## src/sv/rrle_pkg.sv

```systemverilog
// Shared types and constants for the run-length RGBE scanline decoder.
// No dependencies; every other file in the block imports this package.
package rrle_pkg;

    localparam int unsigned ColW   = 15;
    localparam int unsigned ByteW  = 8;
    localparam int unsigned LenW   = 7;
    localparam int unsigned CountW = 8;

    localparam logic [ByteW-1:0] HdrMagic = 8'd2;
    localparam logic [ByteW-1:0] LitMax   = 8'd128;

    // configuration register indexes
    localparam logic REG_IMAGE_WIDTH  = 1'b0;
    localparam logic REG_IMAGE_HEIGHT = 1'b1;

    typedef enum logic [2:0] {
        PH_HDR0  = 3'd0,
        PH_HDR1  = 3'd1,
        PH_HDR2  = 3'd2,
        PH_HDR3  = 3'd3,
        PH_COUNT = 3'd4,
        PH_RUN   = 3'd5,
        PH_LIT   = 3'd6,
        PH_DONE  = 3'd7
    } t_phase;

    typedef enum logic [1:0] {
        ST_SEGMENT   = 2'd0,
        ST_NOT_RLE   = 2'd1,
        ST_BAD_HDR   = 2'd2,
        ST_BAD_COUNT = 2'd3
    } t_status;

    typedef struct packed {
        t_status           status;
        logic [1:0]        plane;
        logic [ColW-1:0]   row;
        logic [ColW-1:0]   start_col;
        logic [LenW-1:0]   seg_length;
        logic [ByteW-1:0]  seg_value;
        logic              image_done;
    } t_result;

    typedef struct packed {
        logic [ColW-1:0] image_width;
        logic [ColW-1:0] image_height;
    } t_cfg;

endpackage

```

## src/sv/rrle_if.sv

```systemverilog
// Channel interfaces of the decoder: byte input, segment output, register writes.
// Depends on rrle_pkg for field widths.
interface rrle_byte_if;
    import rrle_pkg::*;
    logic             valid;
    logic             ready;
    logic [ByteW-1:0] in_byte;
    modport source (output valid, output in_byte, input ready);
    modport sink (input valid, input in_byte, output ready);
endinterface

interface rrle_seg_if;
    import rrle_pkg::*;
    logic             valid;
    logic             ready;
    logic [1:0]       status;
    logic [1:0]       plane;
    logic [ColW-1:0]  row;
    logic [ColW-1:0]  start_col;
    logic [LenW-1:0]  seg_length;
    logic [ByteW-1:0] seg_value;
    logic             image_done;
    modport source (output valid, output status, output plane, output row,
                    output start_col, output seg_length, output seg_value,
                    output image_done, input ready);
    modport sink (input valid, input status, input plane, input row,
                  input start_col, input seg_length, input seg_value,
                  input image_done, output ready);
endinterface

interface rrle_cfg_if;
    import rrle_pkg::*;
    logic            valid;
    logic            ready;
    logic            index;
    logic [ColW-1:0] data;
    modport source (output valid, output index, output data, input ready);
    modport sink (input valid, input index, input data, output ready);
endinterface

```

## src/sv/rrle_in_stage.sv

```systemverilog
// Input register of the decoder: holds one byte beat until the core steps on it.
// Depends on rrle_pkg and rrle_byte_if.
module rrle_in_stage (
    input  logic                   i_clk,
    input  logic                   i_rst_n,
    rrle_byte_if.sink              i_in,
    input  logic                   i_free,
    output logic                   o_step,
    output logic [rrle_pkg::ByteW-1:0] o_byte
);
    import rrle_pkg::*;

    logic             r_valid;
    logic [ByteW-1:0] r_byte;

    // the core consumes the held beat whenever the result side has room
    assign o_step     = r_valid && i_free;
    assign o_byte     = r_byte;
    assign i_in.ready = !r_valid || i_free;

    always_ff @(posedge i_clk) begin
        if (!i_rst_n) begin
            r_valid <= 1'b0;
        end else if (i_in.ready) begin
            r_valid <= i_in.valid;
        end
    end

    always_ff @(posedge i_clk) begin
        if (i_in.valid && i_in.ready) begin
            r_byte <= i_in.in_byte;
        end
    end

endmodule

```

## src/sv/rrle_core.sv

```systemverilog
// Decode state machine: header check, packet parsing and segment building.
// Depends on rrle_pkg for the phase enum, status codes and result struct.
module rrle_core (
    input  logic                       i_clk,
    input  logic                       i_rst_n,
    input  logic                       i_step,
    input  logic [rrle_pkg::ByteW-1:0] i_byte,
    input  rrle_pkg::t_cfg             i_cfg,
    output logic                       o_emit,
    output rrle_pkg::t_result          o_result
);
    import rrle_pkg::*;

    t_phase            r_phase, n_phase;
    logic [ByteW-1:0]  r_hdr, n_hdr;
    logic [ColW-1:0]   r_row, n_row;
    logic [1:0]        r_plane, n_plane;
    logic [ColW-1:0]   r_col, n_col;
    logic [CountW-1:0] r_pend, n_pend;
    logic              r_err, n_err;

    logic [ColW-1:0]   left;
    logic [CountW-1:0] count;
    logic [ColW-1:0]   col_adv;
    logic [ColW-1:0]   row_inc;
    logic              plane_end;

    always_ff @(posedge i_clk) begin
        if (!i_rst_n) begin
            r_phase <= PH_HDR0;
            r_hdr   <= '0;
            r_row   <= '0;
            r_plane <= '0;
            r_col   <= '0;
            r_pend  <= '0;
            r_err   <= 1'b0;
        end else begin
            r_phase <= n_phase;
            r_hdr   <= n_hdr;
            r_row   <= n_row;
            r_plane <= n_plane;
            r_col   <= n_col;
            r_pend  <= n_pend;
            r_err   <= n_err;
        end
    end

    always_comb begin
        left  = (r_col < i_cfg.image_width) ? (i_cfg.image_width - r_col) : '0;
        count = (i_byte > LitMax) ? (i_byte - LitMax) : i_byte;
        if (r_phase == PH_RUN) begin
            col_adv = r_col + ColW'(r_pend);
        end else begin
            col_adv = r_col + ColW'(1);
        end
        row_inc   = r_row + ColW'(1);
        plane_end = (col_adv >= i_cfg.image_width);

        n_phase = r_phase;
        n_hdr   = r_hdr;
        n_row   = r_row;
        n_plane = r_plane;
        n_col   = r_col;
        n_pend  = r_pend;
        n_err   = r_err;

        o_emit              = 1'b0;
        o_result.status     = ST_SEGMENT;
        o_result.plane      = r_plane;
        o_result.row        = r_row;
        o_result.start_col  = r_col;
        o_result.seg_length = '0;
        o_result.seg_value  = i_byte;
        o_result.image_done = 1'b0;

        if (i_step && !r_err && r_phase != PH_DONE) begin
            case (r_phase)
                PH_HDR0: begin
                    n_hdr   = (i_byte != HdrMagic) ? 8'h80 : 8'h00;
                    n_phase = PH_HDR1;
                end
                PH_HDR1: begin
                    if (i_byte != HdrMagic) begin
                        n_hdr = r_hdr | 8'h80;
                    end
                    n_phase = PH_HDR2;
                end
                PH_HDR2: begin
                    n_hdr   = {r_hdr[7], 7'd0} | i_byte;
                    n_phase = PH_HDR3;
                end
                PH_HDR3: begin
                    if (r_hdr[7]) begin
                        o_emit          = 1'b1;
                        o_result.status = (r_row == '0) ? ST_NOT_RLE : ST_BAD_HDR;
                        n_err           = 1'b1;
                    end else if ({r_hdr[6:0], i_byte} != i_cfg.image_width) begin
                        o_emit          = 1'b1;
                        o_result.status = ST_BAD_HDR;
                        n_err           = 1'b1;
                    end else begin
                        n_plane = '0;
                        n_col   = '0;
                        n_pend  = '0;
                        n_phase = PH_COUNT;
                    end
                end
                PH_COUNT: begin
                    if (count == '0 || ColW'(count) > left) begin
                        o_emit          = 1'b1;
                        o_result.status = ST_BAD_COUNT;
                        n_err           = 1'b1;
                    end else begin
                        n_pend  = count;
                        n_phase = (i_byte > LitMax) ? PH_RUN : PH_LIT;
                    end
                end
                PH_RUN, PH_LIT: begin
                    o_emit = 1'b1;
                    n_col  = col_adv;
                    if (r_phase == PH_RUN) begin
                        o_result.seg_length = r_pend[LenW-1:0];
                        n_pend  = '0;
                        n_phase = PH_COUNT;
                    end else begin
                        o_result.seg_length = LenW'(1);
                        // hold in literal phase until the last pending byte
                        if (r_pend > CountW'(1)) begin
                            n_pend = r_pend - CountW'(1);
                        end else begin
                            n_pend  = '0;
                            n_phase = PH_COUNT;
                        end
                    end
                    if (plane_end) begin
                        n_col  = '0;
                        n_pend = '0;
                        if (r_plane != 2'd3) begin
                            n_plane = r_plane + 2'd1;
                            n_phase = PH_COUNT;
                        end else begin
                            n_plane = '0;
                            n_row   = row_inc;
                            if (row_inc == i_cfg.image_height) begin
                                n_phase             = PH_DONE;
                                o_result.image_done = 1'b1;
                            end else begin
                                n_phase = PH_HDR0;
                            end
                        end
                    end
                end
                default: begin
                    n_phase = r_phase;
                end
            endcase
        end
    end

endmodule

```

## src/sv/rrle_out_stage.sv

```systemverilog
// Result register of the decoder: holds one segment beat until the sink takes it.
// Depends on rrle_pkg and rrle_seg_if.
module rrle_out_stage (
    input  logic              i_clk,
    input  logic              i_rst_n,
    input  logic              i_step,
    input  logic              i_emit,
    input  rrle_pkg::t_result i_result,
    output logic              o_free,
    rrle_seg_if.source        o_out
);
    import rrle_pkg::*;

    logic    r_valid;
    t_result r_result;

    // room for a new result when empty or when the held beat leaves now
    assign o_free = !r_valid || o_out.ready;

    always_ff @(posedge i_clk) begin
        if (!i_rst_n) begin
            r_valid <= 1'b0;
        end else if (o_free) begin
            r_valid <= i_step && i_emit;
        end
    end

    always_ff @(posedge i_clk) begin
        if (i_step && i_emit) begin
            r_result <= i_result;
        end
    end

    assign o_out.valid      = r_valid;
    assign o_out.status     = r_result.status;
    assign o_out.plane      = r_result.plane;
    assign o_out.row        = r_result.row;
    assign o_out.start_col  = r_result.start_col;
    assign o_out.seg_length = r_result.seg_length;
    assign o_out.seg_value  = r_result.seg_value;
    assign o_out.image_done = r_result.image_done;

endmodule

```

## src/sv/rgbe_rle_scanline_decoder_top.sv

```systemverilog
// Top level of the run-length RGBE scanline decoder: config registers and stages.
// Depends on rrle_pkg, rrle_if, rrle_in_stage, rrle_core and rrle_out_stage.
//
//   channel  dir  beat carries
//   i_in     in   in_byte: one byte of compressed image data
//   o_out    out  status, plane, row, start_col, seg_length, seg_value, image_done
//   i_cfg    in   index (0 width, 1 height), data: register write
//
// One byte a cycle sustained while the output is not stalled. A byte sits in the
// input register, then one pass of the decode logic updates the state and loads
// the result register. Reset sets width 8, height 1 and waits for a scanline
// header. Output stalls back up into the input register.
module rgbe_rle_scanline_decoder_top (
    input  logic       i_clk,
    input  logic       i_rst_n,
    rrle_byte_if.sink  i_in,
    rrle_seg_if.source o_out,
    rrle_cfg_if.sink   i_cfg
);
    import rrle_pkg::*;

    t_cfg             r_cfg;
    logic             free;
    logic             step;
    logic [ByteW-1:0] cur_byte;
    logic             emit;
    t_result          result;

    assign i_cfg.ready = 1'b1;

    always_ff @(posedge i_clk) begin
        if (!i_rst_n) begin
            r_cfg.image_width  <= ColW'(8);
            r_cfg.image_height <= ColW'(1);
        end else if (i_cfg.valid) begin
            case (i_cfg.index)
                REG_IMAGE_WIDTH:  r_cfg.image_width  <= i_cfg.data;
                REG_IMAGE_HEIGHT: r_cfg.image_height <= i_cfg.data;
                default:          r_cfg <= r_cfg;
            endcase
        end
    end

    rrle_in_stage u_in_stage (
        .i_clk   (i_clk),
        .i_rst_n (i_rst_n),
        .i_in    (i_in),
        .i_free  (free),
        .o_step  (step),
        .o_byte  (cur_byte)
    );

    rrle_core u_core (
        .i_clk    (i_clk),
        .i_rst_n  (i_rst_n),
        .i_step   (step),
        .i_byte   (cur_byte),
        .i_cfg    (r_cfg),
        .o_emit   (emit),
        .o_result (result)
    );

    rrle_out_stage u_out_stage (
        .i_clk    (i_clk),
        .i_rst_n  (i_rst_n),
        .i_step   (step),
        .i_emit   (emit),
        .i_result (result),
        .o_free   (free),
        .o_out    (o_out)
    );

endmodule
```

## src/flat_wrapper.sv

```systemverilog
// flat-port wrapper written by rule: the top's interface ports become plain ports
module rgbe_rle_scanline_decoder_top_flat import rrle_pkg::*;
  (i_clk, i_rst_n, i_in_valid, i_in_in_byte, i_in_ready, o_out_valid, o_out_status, o_out_plane, o_out_row, o_out_start_col, o_out_seg_length, o_out_seg_value, o_out_image_done, o_out_ready, i_cfg_valid, i_cfg_index, i_cfg_data, i_cfg_ready);
  rrle_byte_if i_in_i ();
  rrle_seg_if o_out_i ();
  rrle_cfg_if i_cfg_i ();
  input  logic i_clk;
  input  logic i_rst_n;
  input wire logic [$bits(i_in_i.valid)-1:0] i_in_valid;
  input wire logic [$bits(i_in_i.in_byte)-1:0] i_in_in_byte;
  output wire logic [$bits(i_in_i.ready)-1:0] i_in_ready;
  output wire logic [$bits(o_out_i.valid)-1:0] o_out_valid;
  output wire logic [$bits(o_out_i.status)-1:0] o_out_status;
  output wire logic [$bits(o_out_i.plane)-1:0] o_out_plane;
  output wire logic [$bits(o_out_i.row)-1:0] o_out_row;
  output wire logic [$bits(o_out_i.start_col)-1:0] o_out_start_col;
  output wire logic [$bits(o_out_i.seg_length)-1:0] o_out_seg_length;
  output wire logic [$bits(o_out_i.seg_value)-1:0] o_out_seg_value;
  output wire logic [$bits(o_out_i.image_done)-1:0] o_out_image_done;
  input wire logic [$bits(o_out_i.ready)-1:0] o_out_ready;
  input wire logic [$bits(i_cfg_i.valid)-1:0] i_cfg_valid;
  input wire logic [$bits(i_cfg_i.index)-1:0] i_cfg_index;
  input wire logic [$bits(i_cfg_i.data)-1:0] i_cfg_data;
  output wire logic [$bits(i_cfg_i.ready)-1:0] i_cfg_ready;
  assign i_in_i.valid = i_in_valid;
  assign i_in_i.in_byte = i_in_in_byte;
  assign i_in_ready = i_in_i.ready;
  assign o_out_valid = o_out_i.valid;
  assign o_out_status = o_out_i.status;
  assign o_out_plane = o_out_i.plane;
  assign o_out_row = o_out_i.row;
  assign o_out_start_col = o_out_i.start_col;
  assign o_out_seg_length = o_out_i.seg_length;
  assign o_out_seg_value = o_out_i.seg_value;
  assign o_out_image_done = o_out_i.image_done;
  assign o_out_i.ready = o_out_ready;
  assign i_cfg_i.valid = i_cfg_valid;
  assign i_cfg_i.index = i_cfg_index;
  assign i_cfg_i.data = i_cfg_data;
  assign i_cfg_ready = i_cfg_i.ready;
  rgbe_rle_scanline_decoder_top u_core (.i_clk(i_clk), .i_rst_n(i_rst_n), .i_in(i_in_i), .o_out(o_out_i), .i_cfg(i_cfg_i));
endmodule
```

## config.mk

```make
export PLATFORM = sky130hd
export DESIGN_NAME = rgbe_rle_scanline_decoder_top_flat
export DESIGN_NICKNAME = d
export VERILOG_FILES = /design/src/sv/rrle_pkg.sv /design/src/sv/rrle_if.sv /design/src/sv/rrle_in_stage.sv /design/src/sv/rrle_core.sv /design/src/sv/rrle_out_stage.sv /design/src/sv/rgbe_rle_scanline_decoder_top.sv /design/src/flat_wrapper.sv
export SDC_FILE = /design/constraint.sdc
export NUM_CORES = 1
export LEC_CHECK = 0
export ABC_CLOCK_PERIOD_IN_PS = 7100
export BUFFER_PORTS_ARGS = -buffer_cell sky130_fd_sc_hd__buf_2
export CAP_MARGIN = 40
export CORE_MARGIN = 5
export CORE_UTILIZATION = 60
export DETAILED_ROUTE_END_ITERATION = 7
export PLACE_DENSITY = 0.92
export SLEW_MARGIN = 10
export SYNTH_ARGS = -nofsm -noshare
export SYNTH_HDL_FRONTEND = slang
export SYNTH_SLANG_ARGS = --single-unit
```

## constraint.sdc

```tcl
create_clock -name i_clk -period 7.1 [get_ports i_clk]
set_clock_uncertainty 0.05 [all_clocks]
set_input_delay 1.42 -clock i_clk [delete_from_list [all_inputs] [get_ports i_clk]]
set_output_delay 1.42 -clock i_clk [all_outputs]
set_load 0.1 [all_outputs]
```

=== After elaboration in Yosys (flattened, before gate mapping) ===
Index checks and enable logic that the tools add are counted.

* Add/sub/neg operators: 7
* $lt $le $gt $ge: 5
* Equality and inequality tests: 19
* Multiplexer cells: 48
* Bitwise gates (word level): 7
* Reduce and logical (&&, ||, !) cells: 34

{| class="wikitable"
|+ Operator list
! kind !! count
|-
| 15-bit 2-to-1 mux || 5
|-
| 8-bit 2-to-1 mux || 9
|-
| 8-bit case mux with 3 select lines || 2
|-
| 15-bit by 1-bit adder with 15-bit output (second input constant) || 2
|-
| 15-bit case mux with 2 select lines || 1
|-
| 3-bit 2-to-1 mux || 8
|-
| 2-bit 2-to-1 mux || 9
|-
| 3-bit case mux with 6 select lines || 1
|-
| 15-bit by 8-bit adder with 15-bit output || 1
|-
| 15-bit equality test || 1
|-
| 15-bit >= comparator || 1
|-
| 8-bit by 15-bit > comparator with 1-bit output || 1
|-
| 15-bit logical NOT || 1
|-
| 15-bit < comparator || 1
|-
| 15-bit inequality test || 1
|-
| 15-bit subtractor || 1
|-
| 2-bit inequality test (second input constant) || 7
|-
| 4-bit AND reduction || 3
|-
| 5-bit AND reduction || 2
|-
| 3-bit equality test (second input constant) || 3
|-
| 1-bit 2-to-1 mux || 9
|-
| 3-bit AND reduction || 3
|-
| 8-bit by 1-bit > comparator with 1-bit output (second input constant) || 1
|-
| 8-bit > comparator (second input constant) || 1
|-
| other kinds (25) || 46
|}

* Register bits after elaboration: 142
* Output and inout bits: 53
* Logic and storage cells: 141

=== Longest topological paths before layout ===
Gate-level depths: netlist of run 1.

* Word-level depth: 8
* Mapped depth: 26
* Depth with buffers taken out: 24

=== Modules after synthesis ===
Synthesis of run 1 repeated with hierarchy kept, for this count alone.

* Cells, all modules: 902
* Area, all modules: 8,399.3 um^2

{| class="wikitable"
|+ By module, submodules not included
! module !! instances !! cells each !! area an instance (um^2) !! seq. area each (um^2)
|-
| rrle_core || 1 || 713 || 5,355.1 || 1,041.0
|-
| rrle_out_stage || 1 || 55 || 1,554.0 || 1,521.5
|-
| rgbe_rle_scanline_decoder_top || 1 || 120 || 1,184.9 || 600.6
|-
| rrle_in_stage || 1 || 14 || 305.3 || 260.2
|}

=== Least setup slack after synthesis of run 1 ===
OpenSTA, ideal clock, no wires.

* Path kind: reg-to-reg
* From: register u_core.u_core.r_col[8]
* To: register u_core.u_out_stage.r_result, in the netlist u_core.u_out_stage.o_out.image_done, enable pin
* Arrival: 5.210 ns
* Data required time: 6.636 ns
* Slack: 1.425 ns
* Stages on the path, launching flop included: 20
* Buffers on the path: 2
* Period minus slack after synthesis: 5.675 ns
* Path through: dfxtp_1 > clkbuf_1 > inv_1 > ha_1 > clkbuf_2 > and2_1 > and4_1 > o211ai_1 > nand3_1 > o31a_1 > nor2b_1 > ha_1 > nor2b_1 > o211ai_1 > a221oi_1 > o21ai_0 > a2111oi_2 > or4b_1 > o211ai_2 > o311a_1

* Word-level cells in the longest chain between the ends: 8
* Elaborated cells on any way between the ends: 9

{| class="wikitable"
|+ Ends and longest elaborated chain
! what !! line !! text
|-
| start: declaration || rrle_core.sv:18 || <nowiki>logic [ColW-1:0] r_col, n_col;</nowiki>
|-
| start signal: assignment || rrle_core.sv:42 || <nowiki>r_col <= n_col;</nowiki>
|-
| 15-bit subtractor or 15-bit < comparator (tied branches) || rrle_core.sv:49 || <nowiki>left = (r_col < i_cfg.image_width) ? (i_cfg.image_width - r_col) : '0;</nowiki>
|-
| 15-bit 2-to-1 mux * || rrle_core.sv:49 ||
|-
| 8-bit by 15-bit > comparator with 1-bit output * || rrle_core.sv:109 || <nowiki>if (count == '0 || ColW'(count) > left) begin</nowiki>
|-
| 1-bit logical OR * || rrle_core.sv:109 ||
|-
| 1-bit 2-to-1 mux * || rrle_core.sv:109 ||
|-
| 1-bit case mux with 3 select lines * || rrle_core.sv:77 || <nowiki>case (r_phase)</nowiki>
|-
| 1-bit 2-to-1 mux * || rrle_core.sv:76 || <nowiki>if (i_step && !r_err && r_phase != PH_DONE) begin</nowiki>
|-
| 1-bit logical AND * || rrle_out_stage.sv:29 || <nowiki>if (i_step && i_emit) begin</nowiki>
|-
| end signal: assignment || rrle_out_stage.sv:30 || <nowiki>r_result <= i_result;</nowiki>
|-
| end: declaration || rrle_out_stage.sv:15 || <nowiki>t_result r_result;</nowiki>
|}

Every way passes the cells marked *; elsewhere a longest branch is shown, timed or not.
A chain may end at the register's enable or synchronous reset.

=== Worst setup path in the final report of run 1 ===
* From: register u_core.u_core.r_phase[1]
* To: register u_core.u_core.r_row[13]

* Word-level cells in the longest chain between the ends: 4
* Elaborated cells on any way between the ends: 8

{| class="wikitable"
|+ Ends and longest elaborated chain
! what !! line !! text
|-
| start: declaration || rrle_core.sv:14 || <nowiki>t_phase r_phase, n_phase;</nowiki>
|-
| start signal: assignment || rrle_core.sv:38 || <nowiki>r_phase <= n_phase;</nowiki>
|-
| 3-bit equality test || rrle_core.sv:51, rrle_core.sv:77 ||
|-
| 15-bit 2-to-1 mux || rrle_core.sv:51 || <nowiki>if (r_phase == PH_RUN) begin</nowiki>
|-
| 15-bit >= comparator || rrle_core.sv:57 || <nowiki>plane_end = (col_adv >= i_cfg.image_width);</nowiki>
|-
| 4-bit AND reduction (no source line) * || - ||
|-
| end signal: assignment || rrle_core.sv:40 || <nowiki>r_row <= n_row;</nowiki>
|-
| end: declaration || rrle_core.sv:16 || <nowiki>logic [ColW-1:0] r_row, n_row;</nowiki>
|}

Marked as above.

==> impl_summary.md, run 1 <==
STA
The final setup violation count is 0. The setup TNS after final layout is 0 ns. Setup repair after global routing left no endpoint under its margin. Hold timing on the final database bottoms out at a slack of approximately 0.42 ns. The count of pins over their slew limit is 0.

For this run, the top clock speed supported by timing is 160 MHz. At the pin with the least slew margin, the transition time is just over 0.7 ns. The portion of the clock cycle consumed by the worst path in the final layout is 87.8%. The number of hold violations in the final report is 0. The final critical-path required period is around 6.2 ns. The relative max-transition margin is around half.

Yosys
In the post-synthesis netlist, the biggest area contributors are sky130_fd_sc_hd__edfxtp_1 (21%), sky130_fd_sc_hd__dfxtp_1 (21%), sky130_fd_sc_hd__ha_1 (7.8%). The synthesized-area fraction occupied by and/or/nand/nor cells is a little over a fifth. The proportion of synthesized chip area in sequential cells is 42.0%. The adder-cell share of the synthesized area is around 8.3%. The average instance area after synthesis is approximately 8.8 sq um.

In this run, synthesis inferred 58 flip-flops with an integrated enable. After synthesis, the netlist uses 70 different library cells. The mapped cell area is just over 0.008 sq mm. By area, the combinational part of the netlist is dominated by simple AND/OR/NAND/NOR gates.

The synthesized design devotes to its leading area cell type around a fifth of total area. Summing the areas of all xor and xnor instances in the mapped netlist gives between 7 and 8% of the synthesized area. After synthesis, the share of flip-flops with an asynchronous set or reset is 0%. The number of nets in the synthesized netlist is between 1000 and 1500. The fraction of synthesized area in multiplexers is less than 1%.

Of all cell types, the one taking the most synthesized area is sky130_fd_sc_hd__edfxtp_1. The number of cells produced by synthesis is ~930. The most frequently used flop master after synthesis is sky130_fd_sc_hd__dfxtp_1. The fraction of the mapped netlist area in compound gates is approximately 16%. In this run, synthesis produced a sequential element count of 142. The Yosys step of the flow raised 0 warnings.

Clocking
The number of gates resized after cts is 0. The number of hold buffers added after CTS was 0. The number of setup buffers added after CTS is 0. The worst-case clock buffer depth is 2. For the worst-skew pair, the clock arrives at the later sink with an insertion delay of ~0.43 ns.

The root buffer selected by CTS is sky130_fd_sc_hd__clkbuf_16. The total clock buffers created by CTS is 17. The H-tree was split into 4 levels. The clock edge transition at the registers on the reported setup and hold paths is about 0.060 ns. TritonCTS built the clock tree. The clock net in this run drives a total of ~140 sinks.

Critical path
On the worst path, the slowest cell contributes a delay of between 0.7 and 0.8 ns. The signal on the critical path passes through nor2b_1, and2_1, nand2_1, ha_1, inv_1, fa_1, nor2b_1, o21ai_0, a21boi_0, o21ai_0, a21oi_1, nand3_1, nor3b_1, xnor2_1, ha_1, and4_1, nand2_1, a21oi_1, a21oi_1, nor2b_1, and2_1, nand4_1, or3_1, a21oi_1. The startpoint-to-endpoint class of the critical path is flop to flop. Among the stages of the critical path, the cell type that occurs most often is sky130_fd_sc_hd__a21oi_1. Along the worst path, the maximum fanout reaches 22. The data required time of the critical path is approximately 7.4 ns. The number of buffers and inverters on the critical path is 1. STA classifies the critical path endpoint as a flop. Broken down by cell family, the worst path's largest delay share belongs to simple AND/OR/NAND/NOR gates. STA classifies the critical path startpoint as a flop. The arrival time of the worst setup path is about 6.5 ns.

Among all stages on the critical path, the largest delay is contributed by sky130_fd_sc_hd__dfxtp_1.

Power and ir drop
Across the VDD grid, the largest voltage drop is ~0.2 mV. The clock power share is 44.2%. The analysis attributes to cell leakage a power of between 3 and 4 nW.

Of the total power, combinational logic draws slightly below 10%. Power spread over the standard cell area amounts to ~210 mW/mm^2. The net switching share of the total power is around a quarter. Per report_power, the sequential group accounts for a little under half of the total.

The internal power consumption is 0.00142 W. The switching power total is roughly 0.0005 W.

Floorplan
The horizontal extent of the die is about 130 microns. The starting density of the core is 61.4%. The die span in y is ~130 microns. The floorplan step defined a die boundary enclosing around 0.016 sq mm. The floorplan row count is 42.

After floorplanning, the core was sized to cover 0.0133 sq mm. 82 I/O pins were placed.

GRT
The number of global-route vias before repair is around 6800. The number of antenna violations at the first check in global routing is 0. The first global-routing pass estimated about 34000 microns of wire.

Entering global routing, the biggest net connects between 60 and 70 pins. The overall fraction of global-route tracks in use is 26.3%. The overall overflow remaining after global route is 0.

Cells and area
In the final layout, the share of cells above drive strength 1 is between 10% and 20%. Once layout is done, the placed cells without fillers occupy 0.00919 sq mm. The number of antenna diodes in the final layout is 0. The layout has 950 filler cells. Leaving out filler cells and counting taps, the final layout contains about 1200. The number of nets in the final layout is ~1100. The area added between synthesis and finish is 12.7%.

Outcome
The run finished with clean final reports.

Place
The port buffer count is 80. Summing all placed instances gives a cell area of approximately 0.0086 sq mm. After detailed placement, the design holds a cell count of 1142. The final estimated routing congestion in global placement is 1.01. The half-perimeter wire length after detailed placement is ~15000 microns.

Detailed routing
The number of violations reported at the end of detailed-routing iteration 0 is 903. Across all layers, the routed design uses 7355 vias. The per-cell via count in the routed design is 6.26.

The count of nets left with antenna violations once routing finished came out at 0. The final layout contains routed wiring with a total length of ~21000 microns. For this run, the detailed router's first-pass iteration total came to 8. The number of remaining DRC errors is 0. The final routed wire length divided by cell count is roughly 18 microns.

Run
Max-cap violations in this run came to 0.

Hold path
In this run the worst hold path is classified as flop to flop.
[logic make-up (layout without fill, tap and decap cells)]
| kind of cell | Yosys count | in the layout |
|---|---|---|
| compound gates | 202 | 202 |
| mux | 6 | 6 |
| xor+xnor | 66 | 66 |
| buf+inv | 103 | 173 |
| simple gates | 355 | 355 |
| flops | 142 | 142 |
| other cells | 1 | 1 |
| fa+ha+maj | 53 | 53 |
[per-layer routing]
metal | track usage (%) | share of wire [%]
met1 | 33.4 | 40
met5 | 0 | 0
met3 | 6.85 | 10
met2 | 41.8 | 46
met4 | 12.4 | 3.8
[cells in the mapped netlist (all sizes together), types with 4 or more instances]
master / instances
nor3: 22
mux2i: 6
nor4: 7
xnor2: 48
edfxtp: 58
buf: 10
and4: 4
a22oi: 8
nand3: 28
nand2: 137
nor2: 59
clkbuf: 37
nand2b: 13
and3: 17
o2bb2ai: 5
o22ai: 4
ha: 51
nand4: 18
o211ai: 9
nor3b: 5
dfxtp: 84
o21ai: 36
o21a: 4
inv: 55
xor2: 18
a21o: 8
or3: 11
and2: 12
nor2b: 12
a211oi: 5
a21oi: 87
[flip-flops by register name, indices dropped and copies added, names as in the netlist, 3 cells and up]
name / flops
u_core.u_out_stage.o_out.row: 15
u_core.u_in_stage.o_byte: 8
u_core.u_core.r_hdr: 8
u_core.u_core.r_pend: 8
u_core.u_out_stage.o_out.start_col: 15
u_core.u_core.r_phase: 3
u_core.r_cfg: 30
u_core.u_core.r_row: 15
u_core.u_out_stage.o_out.seg_length: 7
u_core.u_core.r_col: 15
u_core.u_out_stage.o_out.seg_value: 8
[power groups by stage]
| stage | sequential [W] | clock [W] | combinational, W |
|---|---|---|---|
| global route | 0.000885 | 0.000896 | 0.000213 |
| finish | 0.000885 | 0.000852 | 0.000192 |
| detailed placement | 0.000900 | 0 | 0.000183 |
| global placement | 0.000900 | 0 | 0.000178 |
| CTS | 0.000883 | 0.000856 | 0.000187 |
| floorplan | 0.000889 | 0 | 0.000144 |
[per-stage QoR]
step,utilization (%),total power (W),worst slack [ns]
3_5_place_dp,64.9,0.00108,1.05
4_1_cts,69.2,0.00193,0.968
5_1_grt,69.2,0.00199,0.216
3_3_place_gp,64.9,0.00108,1.21
6_report,69.2,0.00193,0.864
2_1_floorplan,-,0.00103,1.43
[final cells by class]
cell class                      count  area (sq um)  share of cell area [%]
Sequential cell                   142          3420                    37.2
Inverter                           56           210                    2.29
Timing Repair Buffer               85           450                    4.90
Clock inverter                     15           135                    1.47
Tap cell                          176           220                    2.40
Clock buffer                       17           425                    4.63
Multi-Input combinational cell    683          4330                    47.1
[worst paths after layout]
check                           slack [ns]                                          endpoint                                   from  depth (start not counted)
worst max register to register        0.86              u_core.u_core.r_row[13]$_SDFFE_PN0P_  u_core.u_core.r_phase[1]$_SDFFE_PN0P_                         24
worst min-delay path                  0.42  u_core.u_out_stage.o_out.start_col[14]$_DFFE_PP_   u_core.u_core.r_col[14]$_SDFFE_PN0P_                          0
worst min register to register        0.42  u_core.u_out_stage.o_out.start_col[14]$_DFFE_PP_   u_core.u_core.r_col[14]$_SDFFE_PN0P_                          0
worst max-delay path                  0.86              u_core.u_core.r_row[13]$_SDFFE_PN0P_  u_core.u_core.r_phase[1]$_SDFFE_PN0P_                         24
[worst register-to-register path, delay by kind of cell, from the launching register on]
family,cells,cell delay (ns)
AND/OR/NAND/NOR,12,3.06
AO/OA/AOI/OAI,7,1.20
flip-flops,1,0.75
XOR/XNOR,1,0.13
adder cells (fa/ha/maj),3,0.91
buffers and inverters,1,0.06
[cells in the final DEF, fill, tap and decap left out, types with 17 or more instances in the layout]
cell type	Yosys	routed
sky130_fd_sc_hd__nor2_1	59	59
sky130_fd_sc_hd__dfxtp_1	84	84
sky130_fd_sc_hd__ha_1	51	51
sky130_fd_sc_hd__nor3_1	21	21
sky130_fd_sc_hd__xor2_1	18	18
sky130_fd_sc_hd__nand3_1	28	28
sky130_fd_sc_hd__clkbuf_16	0	17
sky130_fd_sc_hd__inv_1	55	55
sky130_fd_sc_hd__buf_2	7	80
sky130_fd_sc_hd__a21oi_1	87	87
sky130_fd_sc_hd__edfxtp_1	58	58
sky130_fd_sc_hd__xnor2_1	48	48
sky130_fd_sc_hd__and3_1	17	17
sky130_fd_sc_hd__o21ai_0	36	36
sky130_fd_sc_hd__nand2_1	136	136
Note: power is estimated with default switching activity, not from simulation.
==> run 2, diff against run 1 <==
--- a/config.mk
+++ b/config.mk
@@ -5,9 +5,9 @@
 export SDC_FILE = /design/constraint.sdc
 export NUM_CORES = 1
 export LEC_CHECK = 0
+export ABC_AREA = 1
 export ABC_CLOCK_PERIOD_IN_PS = 7100
 export BUFFER_PORTS_ARGS = -buffer_cell sky130_fd_sc_hd__buf_2
-export CAP_MARGIN = 40
 export CORE_MARGIN = 5
 export CORE_UTILIZATION = 60
 export DETAILED_ROUTE_END_ITERATION = 7
==> impl_summary.md, run 2 <==
Hold path
In this run the worst hold path is classified as flop to flop.

Critical path
The largest incremental delay on the critical path was 0.74 ns (about the same). The highest fanout seen on the critical path is 24 (+9.1%). The number of buffers and inverters on the critical path is 6 (+5). The slowest cell on the critical path is sky130_fd_sc_hd__nor2_2. The startpoint-to-endpoint class of the critical path is flop to flop. The worst setup path is captured at a flop. The arrival time of the worst setup path is 5.91 ns (-0.63 ns). The type of element launching the critical path is a flop. Among the stages of the critical path, the cell type that occurs most often is sky130_fd_sc_hd__nor2_1. The data required time of the critical path came to 7.36 ns (-0.04 ns). Among cell families on the critical path, the largest total delay comes from simple AND/OR/NAND/NOR gates.

Detailed routing
The final routed wire length divided by cell count was 16.4 microns (-9.5%). The first-pass iteration count of the detailed router came to 8 (unchanged). The detailed-route wire length is 22800 microns (+7.5%). The per-cell via count in the routed design was 5.80 (-7.5%). The count of nets left with antenna violations after detail routing is 0 (unchanged). The number of remaining DRC errors is 2 (+2).

The number of violations reported at the end of detailed-routing iteration 0 is 1063 (+18%). The total via count after detailed routing is 8081 (+9.9%).

Place
The port buffer count is 80 (unchanged). The final estimated routing congestion in global placement is 0.977 (-3.4%). The cell count after placement is 1362 (+19%). The half-perimeter wire length after detailed placement is 16600 microns (+11%).

Clocking
The number of setup buffers added after CTS is 0 (unchanged). The clock edge transition at the registers on the reported setup and hold paths is 0.06 ns (about the same). The maximum level of the CTS H-tree is 4 (unchanged). The worst-case clock buffer depth came to 2 (unchanged). The number of gates resized after cts is 0 (unchanged). The number of sinks handled by clock tree synthesis is 142 (unchanged). The worst-skew pair later-pin latency is 0.42 ns (about the same).

TritonCTS built the clock tree. The cell sitting at the root of the clock tree is a sky130_fd_sc_hd__clkbuf_16. The total clock buffers created by CTS is 17 (unchanged).

The number of hold buffers added after CTS is 0 (unchanged).

Cells and area
The register with the most flip-flops is u_core.r_cfg. The final cell count without fillers was 1394 (+19%). The share of layout cells above drive strength 1 is 12.6% (-0.62 points). The number of flip-flops in the largest register is 30 (unchanged). The antenna cell count was 0 (unchanged). The number of nets in the final layout came to 1283 (+20%). The area added between synthesis and finish is 13.0%. In the layout the commonest cells are sky130_fd_sc_hd__nand2_1 (283), sky130_fd_sc_hd__inv_1 (148), sky130_fd_sc_hd__a21oi_1 (108). The most common library cell in the layout ignoring fill and taps is sky130_fd_sc_hd__nand2_1.

Yosys
Sorting the synthesized cells by area gives the leading types as sky130_fd_sc_hd__edfxtp_1 (21%), sky130_fd_sc_hd__dfxtp_1 (20%), sky130_fd_sc_hd__nand2_1 (13%). The fraction of synthesized cell area taken by the top area cell type came to 20.6% (-0.73 points). The register bit total from synthesis is 142 (unchanged). The average instance area after synthesis is 7.51 sq um (-15%). The fraction of registers with async set or reset after synthesis was 0% (unchanged).

The number of warnings printed during yosys synthesis is 0 (unchanged). The most frequently used flop master after synthesis is sky130_fd_sc_hd__dfxtp_1. The proportion of synthesized chip area in sequential cells is 40.5% (-1.4 points). The count of cell types in the netlist is 50 (-29%). The most frequent cell after synthesis is sky130_fd_sc_hd__nand2_1. The number of nets in the synthesized netlist was 1207 (+20%). The number of flops mapped to enable cells by yosys came to 58 (unchanged). After synthesis, the most frequently instantiated cells are sky130_fd_sc_hd__nand2_1 (283), sky130_fd_sc_hd__inv_1 (149), sky130_fd_sc_hd__a21oi_1 (108).

The number of cells produced by synthesis is 1125 (+21%). The mapped cell area came to 0.00845 sq mm (+3.5%). The cell type with the largest total area after synthesis is sky130_fd_sc_hd__edfxtp_1.

STA
The relative max-transition margin is 28.7% (-23 points). The portion of the clock cycle consumed by the worst path in the final layout came to 79.6% (-8.2 points). The fmax came to 177 MHz (+10%). Setup repair after global routing left no endpoint under its margin. The number of hold violations in the final report is 0 (unchanged). The slew of the pin with the lowest slew margin is 1.07 ns (+0.352 ns).

The final setup violation count is 0 (unchanged). The final critical-path required period is 5.65 ns (-0.585 ns). The setup TNS after final layout came to 0 ns (unchanged).

The count of pins over their slew limit is 0 (unchanged).

Run
The max-capacitance violation count is 0 (unchanged).

Floorplan
The floorplan core area is 0.0138 sq mm (+4.0%). The horizontal extent of the die was 129 microns (+1.6%). The I/O pin count came to 82 (unchanged).

The floorplan row count came to 43 (+2.4%). The die span in y is 129 microns (+1.6%). The starting density of the core is 61.1% (-0.28 points). The full die area is 0.0166 sq mm (+3.2%).

GRT
The number of global-route vias before repair was 7538 (+11%). The number of antenna violations at the first check in global routing came to 0 (unchanged). The first-pass GRT wire length came to 37100 microns (+9.9%).

The overall fraction of global-route tracks in use was 28.0% (+1.8 points). The overall overflow remaining after global route is 0 (unchanged). The maximum number of pins on one net before global-route repair came to 59 (-9.2%).

Power and ir drop
The power per unit of standard cell area came to 218 mW/mm^2 (+4.2%). The static leakage power is 4.36 nW (+21%). The worst-case vdd ir drop is 0.179 mV (-10%).

Outcome
The checks that failed: DRC. The run finished, with violations left.
-- run 2: report_power, final --
part           switching (W)  internal (W)  total, W
Sequential         0.0000253      0.000867  0.000892
Clock               0.000367      0.000521  0.000888
Combinational       0.000204      0.000102  0.000306
-- run 2: area by class of cell --
type,instances,area (sq um)
clock buffers,20,468
multi-input cells,800,4310
clock inverters,12,123
fillers,1039,4280
well taps,180,225
flip-flops and latches,142,3420
repair buffers,81,408
inverters,159,597
-- run 2: worst paths after layout --
check	from	end	slack, ns	depth (start not counted)
worst max-delay path	u_core.u_core.r_phase[2]$_SDFFE_PN0P_	u_core.u_core.r_row[0]$_SDFFE_PN0P_	1.45	27
worst min-delay path	u_core.u_core.r_plane[1]$_SDFFE_PN0P_	u_core.u_out_stage.o_out.plane[1]$_DFFE_PP_	0.42	0
worst max register to register	u_core.u_core.r_phase[2]$_SDFFE_PN0P_	u_core.u_core.r_row[0]$_SDFFE_PN0P_	1.45	27
worst min register to register	u_core.u_core.r_plane[1]$_SDFFE_PN0P_	u_core.u_out_stage.o_out.plane[1]$_DFFE_PP_	0.42	0
-- run 2: per-layer routing --
metal  wire [microns]  track usage [%]  vias up
met5                0                0        -
li1                 -                -     3865
met4              948             12.9        0
met2            10600             45.8      501
met3             2280             4.65      101
met1             9020             36.6     3614
-- run 2: cells by family (layout without fill, tap and decap cells) --
group,after synthesis,count (layout),synth area share (%)
adder cells (fa/ha/maj),53,53,8.03
AND/OR/NAND/NOR,525,525,27.4
other,1,1,0.0444
XOR/XNOR,33,33,3.42
AO/OA/AOI/OAI,188,188,12.1
flip-flops,142,142,40.5
buffers and inverters,183,272,8.52
-- run 2: stage by stage --
step | hold WS [ns] | power (W) | cell area (sq um) | setup WS (ns) | utilization (%)
5_1_grt | 0.450 | 0.00216 | 9550 | 0.912 | 69.1
3_5_place_dp | 0.402 | 0.00120 | 8960 | 1.69 | 64.8
3_3_place_gp | 0.398 | 0.00119 | 8960 | 1.94 | 64.8
2_1_floorplan | 0.353 | 0.00113 | 8450 | 2.79 | -
6_report | 0.422 | 0.00209 | 9550 | 1.45 | 69.1
4_1_cts | 0.420 | 0.00208 | 9550 | 1.60 | 69.1
